`config.mk`:
```
export PLATFORM = sky130hd
export DESIGN_NAME = line_char_set_remover
export DESIGN_NICKNAME = d
export VERILOG_FILES = /design/src/hw/rtl/lcsr_pkg.sv /design/src/hw/rtl/lcsr_ram.sv /design/src/hw/rtl/line_char_set_remover.sv
export SDC_FILE = /design/constraint.sdc
export NUM_CORES = 1
export LEC_CHECK = 0
export BUFFER_PORTS_ARGS = -buffer_cell sky130_fd_sc_hd__buf_4
export CORE_MARGIN = 3
export CORE_UTILIZATION = 35
export DETAILED_ROUTE_END_ITERATION = 7
export SLEW_MARGIN = 20
export SYNTH_ARGS = -nofsm -noshare
export SYNTH_HDL_FRONTEND = slang
export SYNTH_SLANG_ARGS = --single-unit
```
`constraint.sdc`:
```
create_clock -name clk -period 3.9 [get_ports clk]
set_clock_uncertainty 0.1 [all_clocks]
set_input_delay 1.17 -clock clk [delete_from_list [all_inputs] [get_ports clk]]
set_output_delay 1.17 -clock clk [all_outputs]
set_load 0.005 [all_outputs]
```
`src/hw/rtl/lcsr_pkg.sv`:
```
// shared types and constants of the character set removal filter
`default_nettype none

package lcsr_pkg;

	// default text store depth
	localparam int unsigned TEXT_DEPTH_DEF = 64;

	// size of the remove set, one entry for each byte value
	localparam int unsigned SET_SIZE = 256;

	// characters with a meaning in the stream
	localparam logic [7:0] CHAR_COMMA   = 8'h2C;
	localparam logic [7:0] CHAR_SPACE   = 8'h20;
	localparam logic [7:0] CHAR_NEWLINE = 8'h0A;

	// where the current line stands
	typedef enum logic [1:0] {
		PH_TEXT,
		PH_COMMA,
		PH_SET,
		PH_WAIT
	} phase_t;

	// flush sequencer
	typedef enum logic [2:0] {
		ST_IDLE,
		ST_SCAN,
		ST_LOOK,
		ST_CHECK,
		ST_FINAL
	} state_t;

endpackage

`default_nettype wire

```
`src/hw/rtl/lcsr_ram.sv`:
```
// generic single write port ram with registered read
`default_nettype none

module lcsr_ram #(
	parameter int unsigned WIDTH = 8,
	parameter int unsigned DEPTH = 64,
	localparam int unsigned AW = (DEPTH > 1) ? $clog2(DEPTH) : 1
) (
	input  wire logic             clk,
	input  wire logic             wr_en,
	input  wire logic [AW-1:0]    wr_addr,
	input  wire logic [WIDTH-1:0] wr_data,
	input  wire logic             rd_en,
	input  wire logic [AW-1:0]    rd_addr,
	output logic      [WIDTH-1:0] rd_data
);

	logic [WIDTH-1:0] mem [DEPTH];

	// write port
	always_ff @(posedge clk) begin
		if (wr_en) begin
			mem[wr_addr] <= wr_data;
		end
	end

	// registered read port, data holds while no read is issued
	always_ff @(posedge clk) begin
		if (rd_en) begin
			rd_data <= mem[rd_addr];
		end
	end

endmodule

`default_nettype wire

```
`src/hw/rtl/line_char_set_remover.sv`:
```
// top level of the character set removal filter
//
//  channel | valid     | stall     | words
//  --------+-----------+-----------+-------------------------------------------
//  in      | in_valid  | in_stall  | in_byte, end_of_input
//  out     | out_valid | out_stall | out_byte, has_byte, last_of_line, truncated
//
// a byte that does not close a line makes at most one write into the text
// memory or one mark in the set memory.
// during a flush in_stall stays high, also through any output stall: each
// stored byte is read once from the text memory, then looked up in the set
// memory, and one more scan step and the final word close the line.
// in_stall is high for the whole flush; the last word of a line waits in the
// output register while the next input words are taken.
// asynchronous reset; the remove set is cleared at once through its valid
// flops, so there is no clearing pass.
`default_nettype none

module line_char_set_remover #(
	parameter int unsigned TEXT_DEPTH = lcsr_pkg::TEXT_DEPTH_DEF
) (
	input  wire logic       clk,
	input  wire logic       arst_n,
	input  wire logic       in_valid,
	output logic            in_stall,
	input  wire logic [7:0] in_byte,
	input  wire logic       end_of_input,
	output logic            out_valid,
	input  wire logic       out_stall,
	output logic      [7:0] out_byte,
	output logic            has_byte,
	output logic            last_of_line,
	output logic            truncated
);

	localparam int unsigned AW = (TEXT_DEPTH > 1) ? $clog2(TEXT_DEPTH) : 1;
	localparam int unsigned CW = $clog2(TEXT_DEPTH + 1);
	localparam int unsigned SW = $clog2(lcsr_pkg::SET_SIZE);
	localparam logic [CW-1:0] DEPTH_C = CW'(TEXT_DEPTH);

	lcsr_pkg::state_t state_q, state_d;
	lcsr_pkg::phase_t phase_q;

	logic [CW-1:0] count_q;
	logic [CW-1:0] idx_q;
	logic          ovf_q;
	logic          pend_valid_q;
	logic [7:0]    pend_byte_q;
	logic          carry_valid_q;
	logic [7:0]    carry_byte_q;
	logic [lcsr_pkg::SET_SIZE-1:0] set_vld_q;
	logic          vld_rd_q;
	logic          out_valid_q;

	// memory ports
	logic          txt_we, txt_re;
	logic [AW-1:0] txt_waddr;
	logic [7:0]    txt_wdata, txt_rdata;
	logic          set_we, set_re;
	logic [0:0]    set_rdata;

	// decoded input word
	logic          in_acc;
	logic          is_nl, is_comma, above_sp;
	logic          do_store, do_mark, do_flush;
	logic          scan_done, keep, slot_free, advance;
	logic          out_load, out_last, out_has;
	logic [7:0]    out_data;

	lcsr_ram #(
		.WIDTH(8),
		.DEPTH(TEXT_DEPTH)
	) u_text_ram (
		.clk    (clk),
		.wr_en  (txt_we),
		.wr_addr(txt_waddr),
		.wr_data(txt_wdata),
		.rd_en  (txt_re),
		.rd_addr(idx_q[AW-1:0]),
		.rd_data(txt_rdata)
	);

	lcsr_ram #(
		.WIDTH(1),
		.DEPTH(lcsr_pkg::SET_SIZE)
	) u_set_ram (
		.clk    (clk),
		.wr_en  (set_we),
		.wr_addr(in_byte[SW-1:0]),
		.wr_data(1'b1),
		.rd_en  (set_re),
		.rd_addr(txt_rdata[SW-1:0]),
		.rd_data(set_rdata)
	);

	// input word decode
	always_comb begin
		in_acc   = in_valid && (state_q == lcsr_pkg::ST_IDLE);
		is_nl    = (in_byte == lcsr_pkg::CHAR_NEWLINE);
		is_comma = (in_byte == lcsr_pkg::CHAR_COMMA);
		above_sp = (in_byte > lcsr_pkg::CHAR_SPACE);
		do_store = 1'b0;
		do_mark  = 1'b0;
		do_flush = 1'b0;
		if (in_acc) begin
			if (end_of_input) begin
				do_flush = 1'b1;
			end else if (!is_nl) begin
				case (phase_q)
					lcsr_pkg::PH_TEXT:  do_store = !is_comma;
					lcsr_pkg::PH_COMMA: do_mark  = above_sp;
					lcsr_pkg::PH_SET:   do_mark  = 1'b1;
					default:            do_flush = above_sp;
				endcase
			end
		end
	end

	// scan status
	always_comb begin
		scan_done = (idx_q == count_q);
		keep      = !(set_rdata[0] && vld_rd_q);
		slot_free = !out_valid_q || !out_stall;
		advance   = !keep || !pend_valid_q || slot_free;
	end

	// next state
	always_comb begin
		state_d = state_q;
		unique case (state_q)
			lcsr_pkg::ST_IDLE:  if (do_flush) state_d = lcsr_pkg::ST_SCAN;
			lcsr_pkg::ST_SCAN:  state_d = scan_done ? lcsr_pkg::ST_FINAL : lcsr_pkg::ST_LOOK;
			lcsr_pkg::ST_LOOK:  state_d = lcsr_pkg::ST_CHECK;
			lcsr_pkg::ST_CHECK: if (advance) state_d = lcsr_pkg::ST_SCAN;
			lcsr_pkg::ST_FINAL: if (slot_free) state_d = lcsr_pkg::ST_IDLE;
			default:            state_d = lcsr_pkg::ST_IDLE;
		endcase
	end

	// memory strobes and output load
	always_comb begin
		txt_we    = 1'b0;
		txt_waddr = count_q[AW-1:0];
		txt_wdata = in_byte;
		txt_re    = 1'b0;
		set_we    = 1'b0;
		set_re    = 1'b0;
		out_load  = 1'b0;
		out_last  = 1'b0;
		out_has   = 1'b1;
		out_data  = pend_byte_q;
		unique case (state_q)
			lcsr_pkg::ST_IDLE: begin
				txt_we = do_store && (count_q < DEPTH_C);
				set_we = do_mark;
			end
			lcsr_pkg::ST_SCAN: begin
				txt_re = !scan_done;
			end
			lcsr_pkg::ST_LOOK: begin
				set_re = 1'b1;
			end
			lcsr_pkg::ST_CHECK: begin
				out_load = keep && pend_valid_q && slot_free;
			end
			lcsr_pkg::ST_FINAL: begin
				out_load  = slot_free;
				out_last  = 1'b1;
				out_has   = pend_valid_q;
				out_data  = pend_valid_q ? pend_byte_q : 8'h00;
				txt_we    = slot_free && carry_valid_q;
				txt_waddr = '0;
				txt_wdata = carry_byte_q;
			end
			default: begin
			end
		endcase
	end

	// control registers
	always_ff @(posedge clk or negedge arst_n) begin
		if (!arst_n) begin
			state_q       <= lcsr_pkg::ST_IDLE;
			phase_q       <= lcsr_pkg::PH_TEXT;
			count_q       <= '0;
			idx_q         <= '0;
			ovf_q         <= 1'b0;
			pend_valid_q  <= 1'b0;
			carry_valid_q <= 1'b0;
			set_vld_q     <= '0;
			vld_rd_q      <= 1'b0;
			out_valid_q   <= 1'b0;
		end else begin
			state_q <= state_d;
			// line phase and text count while taking input
			if (in_acc && !end_of_input) begin
				if (is_nl) begin
					phase_q <= lcsr_pkg::PH_WAIT;
				end else if (phase_q == lcsr_pkg::PH_TEXT && is_comma) begin
					phase_q <= lcsr_pkg::PH_COMMA;
				end else if (phase_q == lcsr_pkg::PH_COMMA && above_sp) begin
					phase_q <= lcsr_pkg::PH_SET;
				end
			end
			if (do_store) begin
				if (count_q < DEPTH_C) begin
					count_q <= count_q + CW'(1);
				end else begin
					ovf_q <= 1'b1;
				end
			end
			if (do_mark) begin
				set_vld_q[in_byte[SW-1:0]] <= 1'b1;
			end
			// flush start
			if (do_flush) begin
				idx_q         <= '0;
				pend_valid_q  <= 1'b0;
				carry_valid_q <= !end_of_input;
			end
			// valid bit read next to the set memory read
			if (set_re) begin
				vld_rd_q <= set_vld_q[txt_rdata[SW-1:0]];
			end
			// step to the next stored byte
			if (state_q == lcsr_pkg::ST_CHECK && advance) begin
				idx_q <= idx_q + CW'(1);
				if (keep) begin
					pend_valid_q <= 1'b1;
				end
			end
			// end of flush starts a fresh line
			if (state_q == lcsr_pkg::ST_FINAL && slot_free) begin
				phase_q   <= lcsr_pkg::PH_TEXT;
				count_q   <= carry_valid_q ? CW'(1) : '0;
				ovf_q     <= 1'b0;
				set_vld_q <= '0;
			end
			// output register
			if (out_load) begin
				out_valid_q <= 1'b1;
			end else if (!out_stall) begin
				out_valid_q <= 1'b0;
			end
		end
	end

	// payload registers
	always_ff @(posedge clk) begin
		if (do_flush) begin
			carry_byte_q <= in_byte;
		end
		if (state_q == lcsr_pkg::ST_CHECK && advance && keep) begin
			pend_byte_q <= txt_rdata;
		end
		if (out_load) begin
			out_byte     <= out_data;
			has_byte     <= out_has;
			last_of_line <= out_last;
			truncated    <= ovf_q;
		end
	end

	assign in_stall  = (state_q != lcsr_pkg::ST_IDLE);
	assign out_valid = out_valid_q;

endmodule

`default_nettype wire

```
==> flow_summary.yaml, run 1 <==
drt:
  wl_mm: 87.7
  drc_errors: 0
  viasPerCell: 5.50
  dr.pass1.iters: 6
  vias: 19794
  drtAntennaViolNets: 0
  wl_per_cell_um: 24.4
  drt-initial-drc-count: 2065
place:
  gp_congestion: 0.844
  dp_hpwl_mm: 56.2
  dp.cells: 3445
  pre_cts_ws_ns: -0.205
  io_buffers: 25
global_route:
  grt_max_degree: 89
  grt_usage: 0.173
  overflow: 0
  antenna_found_initial: 3
  grt_pass1_vias: 20026
  grt_pass1_wl_mm: 132
finish:
  fin_util: 0.406
  fin_cells: 3597
  drive_gt1_frac: 0.227
  final_nets: 2271
  areaGrowthSynthToFinish_pct: 14.9
clocking:
  cts-root-buf: "clkbuf_16"
  cts.clk_slew.worst_paths_ns: 0.06
  clock_latency_ns: 0.65
  htreeDepth: 3
  cts_tree: "built"
  cts_made_buffers: 81
  holdBufCountCts: 0
  cts_buffer_depth: 3
  cts_resized: 0
  cts.sinks: 827
  cts_post_setup_buffers_inserted: 0
critical_path:
  critical_path.startpoint_type: "input port"
  crit_type: "in2reg"
  critical_path.max_fanout: 8
  crit_path_end_kind: "register"
  cp_data_arrival_time_ns: 3.63
  critPathRequiredTime_ns: 4.06
floorplan:
  rows: 114
  pin_count: 26
  die_width_um: 319
  start_util: 0.353
  die-area_um2: 102000
  coreArea_um2: 96900
  die_height_um: 319
power_and_ir_drop:
  peakVddDrop_mv: 0.415
  p_leak_uw: 0.0143
  power.total_uw: 23100
  p_per_area_nw_per_um2: 587
yosys:
  synth_ff_type: "edfxtp_1"
  ys_seq_area_frac: 0.685
  yosys_warnings: 0
  synth-edff-count: 547
  netlist_area_um2: 34200
  async_reset_ff_frac: 0.339
  synth.avg_cell_area_um2: 15.7
  ys_ff_latch: 827
  syn_inst: 2173
  synth_cell_types: 65
  syn_nets: 2192
sta:
  holdWs_ns: 0.387
  rsz0062_at_grt: "false"
  finalCriticalPeriod_ns: 3.47
  setup_ws_ns: 0.430
  hold_violations: 0
  slew_viol_final: 0
  fmax_ghz: 0.288
  min_period_over_period: 0.890
  max_slew.worst_pin.slew_ns: 1.20
  setup_viol: 0
  max-slew-margin-rel: 0.200
flow_run:
  max_cap_violations: 0
status:
  outcome: "complete, no violations"
worst_hold_path:
  hp-class: "reg2reg"
-- sequential cells by signal (all words and copies together) (netlist names), 2 cells and up --
name                count
carry_byte_q            8
u_text_ram.rd_data      8
count_q                 7
set_vld_q             256
phase_q                 2
pend_byte_q             8
idx_q                   7
u_text_ram.mem        512
out_byte                8
state_q                 3
-- layer usage --
metal	track usage	wire length (µm)
met5	0	0
met4	0.0559	2430
met3	0.0379	6670
met2	0.275	41700
met1	0.238	36900
-- final cells by class --
| type | instances | area (µm²) |
|---|---|---|
| Antenna cell | 2 | 5.00 |
| Timing Repair Buffer | 145 | 1420 |
| Tap cell | 1276 | 1600 |
| Fill cell | 8599 | 57500 |
| Inverter | 24 | 90.1 |
| Clock buffer | 110 | 2290 |
| Multi-Input combinational cell | 1173 | 10100 |
| Clock inverter | 40 | 394 |
| Sequential cell | 827 | 23400 |
-- worst max-delay path, stage by stage --
cell and delay [ns]:
buf_4 0.10, or4b_4 0.50, a211oi_4 0.29, nand3_1 0.19, nor3_1 0.17, buf_4 0.17, nand3_1 0.16, buf_4 0.25
nor2_1 0.63
-- where the power goes --
| group | leakage (µW) | switching, µW | internal [µW] |
|---|---|---|---|
| clock network | 0.00131 | 3370 | 4540 |
| registers | 0.00882 | 379 | 9930 |
| logic | 0.00416 | 2890 | 1970 |
-- cell families after synthesis --
| group | synth area share |
|---|---|
| fa+ha+maj | 0.00220 |
| compound gates | 0.0667 |
| flops | 0.685 |
| buf+inv | 0.0217 |
| simple gates | 0.0663 |
| xor+xnor | 0.00333 |
| mux | 0.155 |
-- synth_stat cells, types with 3 or more instances --
master | number | area [µm²]
a2111oi_4 | 10 | 275
a211oi_2 | 5 | 62.6
a211oi_4 | 5 | 100
a21oi_1 | 275 | 1380
a22oi_1 | 7 | 52.6
a311oi_1 | 4 | 35.0
and2_1 | 4 | 25.0
buf_1 | 18 | 67.6
buf_2 | 41 | 205
buf_4 | 3 | 22.5
buf_6 | 4 | 45.0
clkbuf_1 | 83 | 312
dfrtp_1 | 280 | 7010
edfxtp_1 | 547 | 16400
ha_1 | 6 | 75.1
inv_1 | 23 | 86.3
mux2_2 | 3 | 33.8
mux2i_1 | 39 | 390
mux4_2 | 216 | 4860
nand2_1 | 62 | 233
nand2b_1 | 12 | 75.1
nand3_1 | 20 | 100
nand4_1 | 5 | 31.3
nor2_1 | 373 | 1400
nor2b_1 | 17 | 106
nor3_1 | 20 | 100
nor4_1 | 6 | 37.5
o21ai_0 | 10 | 50.1
o221ai_1 | 10 | 87.6
o22ai_1 | 10 | 62.6
o31ai_1 | 3 | 22.5
or3_1 | 3 | 18.8
xnor2_1 | 6 | 52.6
xor2_1 | 7 | 61.3
-- placed cells by master (no fill, tap or decap), types with 11 or more instances in the layout --
cell,n
clkinv_2,12
a21oi_1,274
nor2_1,373
nor2b_1,17
nor3_1,19
mux4_2,216
dfrtp_1,277
nand2_1,54
clkinv_1,13
buf_12,26
edfxtp_1,547
clkbuf_16,83
buf_4,118
nand3_1,20
clkbuf_1,15
inv_1,23
clkbuf_8,11
mux2i_1,39
nand2b_1,12
-- worst paths after layout --
path,startpoint,to,slack (ns),cells after the start
setup / recovery,in_valid,u_text_ram.mem[43][4],0.43,9
setup reg to reg,state_q[1],u_text_ram.mem[43][4],0.44,8
hold / removal,set_vld_q[135],set_vld_q[135],0.39,2
max in group asynchronous,arst_n,set_vld_q[108],2.47,2
hold reg to reg,set_vld_q[135],set_vld_q[135],0.39,2
min in group asynchronous,arst_n,set_vld_q[132],0.42,1
-- metrics by stage --
step / area, µm² / TNS, ns
global route: 39300 / 0
floorplan: 34200 / 0
CTS: 39300 / 0
finish: 39300 / 0
detailed placement: 36600 / -25.89
global placement: 36600 / -30.70
No activity file was read; power rests on OpenSTA's default activity.
==> inputs of run 2 (changes only) <==
- CORE_ASPECT_RATIO: default -> 0.75
- REMOVE_ABC_BUFFERS: default -> 1
==> run 2 against run 1 <==
  * Via count grew 0.79%
  * Hold slack gained 0.0029 ns
  * Flip-flop and latch count is the same
  * Clock power grew 0.6%
  * Fmax grew 0.27%
  * Final cell count grew 1.0%
  * Wire length is essentially flat
  * Non-clock buffer count grew 5
  * Die area is essentially flat
  * Critical path type unchanged
==> flow_summary.yaml, run 2 (synthesized netlist as in run 1, its figures left out) <==
sta:
  fmax_ghz: 0.289
  max-slew-margin-rel: 0.251
  setup_viol: 0
  hold_violations: 0
  finalCriticalPeriod_ns: 3.46
  min_period_over_period: 0.887
  rsz0062_at_grt: "false"
  slew_viol_final: 0
  max_slew.worst_pin.slew_ns: 1.12
  tns_ns: 0
power_and_ir_drop:
  peakVddDrop_mv: 0.364
  p_leak_uw: 0.0143
  p_per_area_nw_per_um2: 590
global_route:
  grt_max_degree: 130
  grt_usage: 0.172
  antenna_found_initial: 5
  grt_pass1_vias: 19921
  overflow: 0
  grt_pass1_wl_mm: 133
critical_path:
  cp_data_arrival_time_ns: 3.63
  crit_top_cell: "buf_4"
  crit_path_end_kind: "register"
  critPathRequiredTime_ns: 4.07
  critical_path.startpoint_type: "input port"
  critical_path.max_fanout: 8
  worstPathCellList: "buf_4 -> or4b_4 -> a211oi_4 -> nand3_1 -> nor3_1 -> buf_4 -> nand3_1 -> buf_4 -> nor2_1"
  crit_type: "in2reg"
  critPathMaxStageDelay_ns: 0.67
  critPathSlowestCell: "nor2_1"
place:
  io_buffers: 25
  gp_congestion: 0.837
  dp_hpwl_mm: 56.7
  placed_cell_area_um2: 36600
finish:
  areaGrowthSynthToFinish_pct: 15.1
  top_register: "u_text_ram.mem"
  largest_register_ffs: 512
  final_nets: 2280
  regArea_um2: 23400
  reg_top3: "u_text_ram.mem: 512 flops, set_vld_q: 256 flops"
  final_common_cell: "edfxtp_1"
  fillers: 8636
  multiInputGateArea_um2: 10100
  drive_gt1_frac: 0.230
  fin_area_um2: 39400
  final_cell_mix: "edfxtp_1, nor2_1, dfrtp_1, a21oi_1, mux4_2"
clocking:
  cts.clk_slew.worst_paths_ns: 0.06
  cts_made_buffers: 85
  htreeDepth: 3
  clock_latency_ns: 0.64
  cts_buffer_depth: 3
  cts-root-buf: "clkbuf_16"
  holdBufCountCts: 0
  cts_tree: "built"
  cts_post_setup_buffers_inserted: 0
  cts_resized: 0
  cts.sinks: 827
drt:
  dr.pass1.iters: 6
  vias: 19951
  drtAntennaViolNets: 0
  drc_errors: 0
  wl_per_cell_um: 24.2
  drt-initial-drc-count: 2168
  viasPerCell: 5.49
  wl_mm: 87.8
floorplan:
  coreArea_um2: 96100
  rows: 98
  die_height_um: 277
  start_util: 0.356
  die_width_um: 367
  pin_count: 26
  die-area_um2: 102000
worst_hold_path:
  hp-class: "in2async"
status:
  outcome: "complete, no violations"
flow_run:
  max_cap_violations: 0
-- run 2: changes by cell type in the layout (fill, tap and decap cells not counted), sizes merged --
cell    delta
buf        +5
bufinv     -1
clkbuf     +9
clkinv     +1
inv        -1
-- run 2: worst paths after layout --
| path | startpoint | to | slack, ns | depth (start not counted) |
|---|---|---|---|---|
| setup / recovery | in_valid | u_text_ram.mem[3][4] | 0.44 | 9 |
| hold reg to reg | set_vld_q[39] | set_vld_q[39] | 0.39 | 2 |
| max in group asynchronous | arst_n | set_vld_q[1] | 2.42 | 2 |
| setup reg to reg | state_q[1] | u_text_ram.mem[3][4] | 0.45 | 8 |
| hold / removal | arst_n | set_vld_q[99] | 0.39 | 1 |
| min in group clk | set_vld_q[39] | set_vld_q[39] | 0.39 | 2 |
-- run 2: report_power, final --
part	switching, µW	internal [µW]
registers	433	9930
logic	2920	1980
clock network	3370	4590
-- run 2: final cells by class --
cell class,instances,area share
Inverter,24,0.00229
Antenna cell,2,0.000127
Clock buffer,119,0.0601
Tap cell,1300,0.0413
Sequential cell,827,0.596
Clock inverter,39,0.00925
Multi-Input combinational cell,1173,0.256
Timing Repair Buffer,150,0.0352
-- run 2: critical path: cells and delay by family --
family                 cells  cell delay [ns]
AOI/OAI and AO/OA          1             0.30
buffers and inverters      3             0.48
and+or+nand+nor            5             1.67
-- run 2: stage by stage --
stage,total power (µW),utilization,std cells,hold slack (ns),worst slack (ns)
after floorplan,13600,-,2024,0.326,-7.49
after global routing,24100,0.409,3632,0.403,0.251
after global placement,15400,0.381,3474,0.370,-0.151
after detailed placement,15400,0.381,3474,0.379,-0.178
after CTS,23400,0.409,3632,0.394,0.482
final,23200,0.409,3634,0.390,0.440
-- run 2: per-layer routing --
layer / track usage / wire length [µm]
met1: 0.266 / 40600
met2: 0.243 / 38100
met3: 0.0460 / 7890
met4: 0.0357 / 1240
met5: 0 / 23
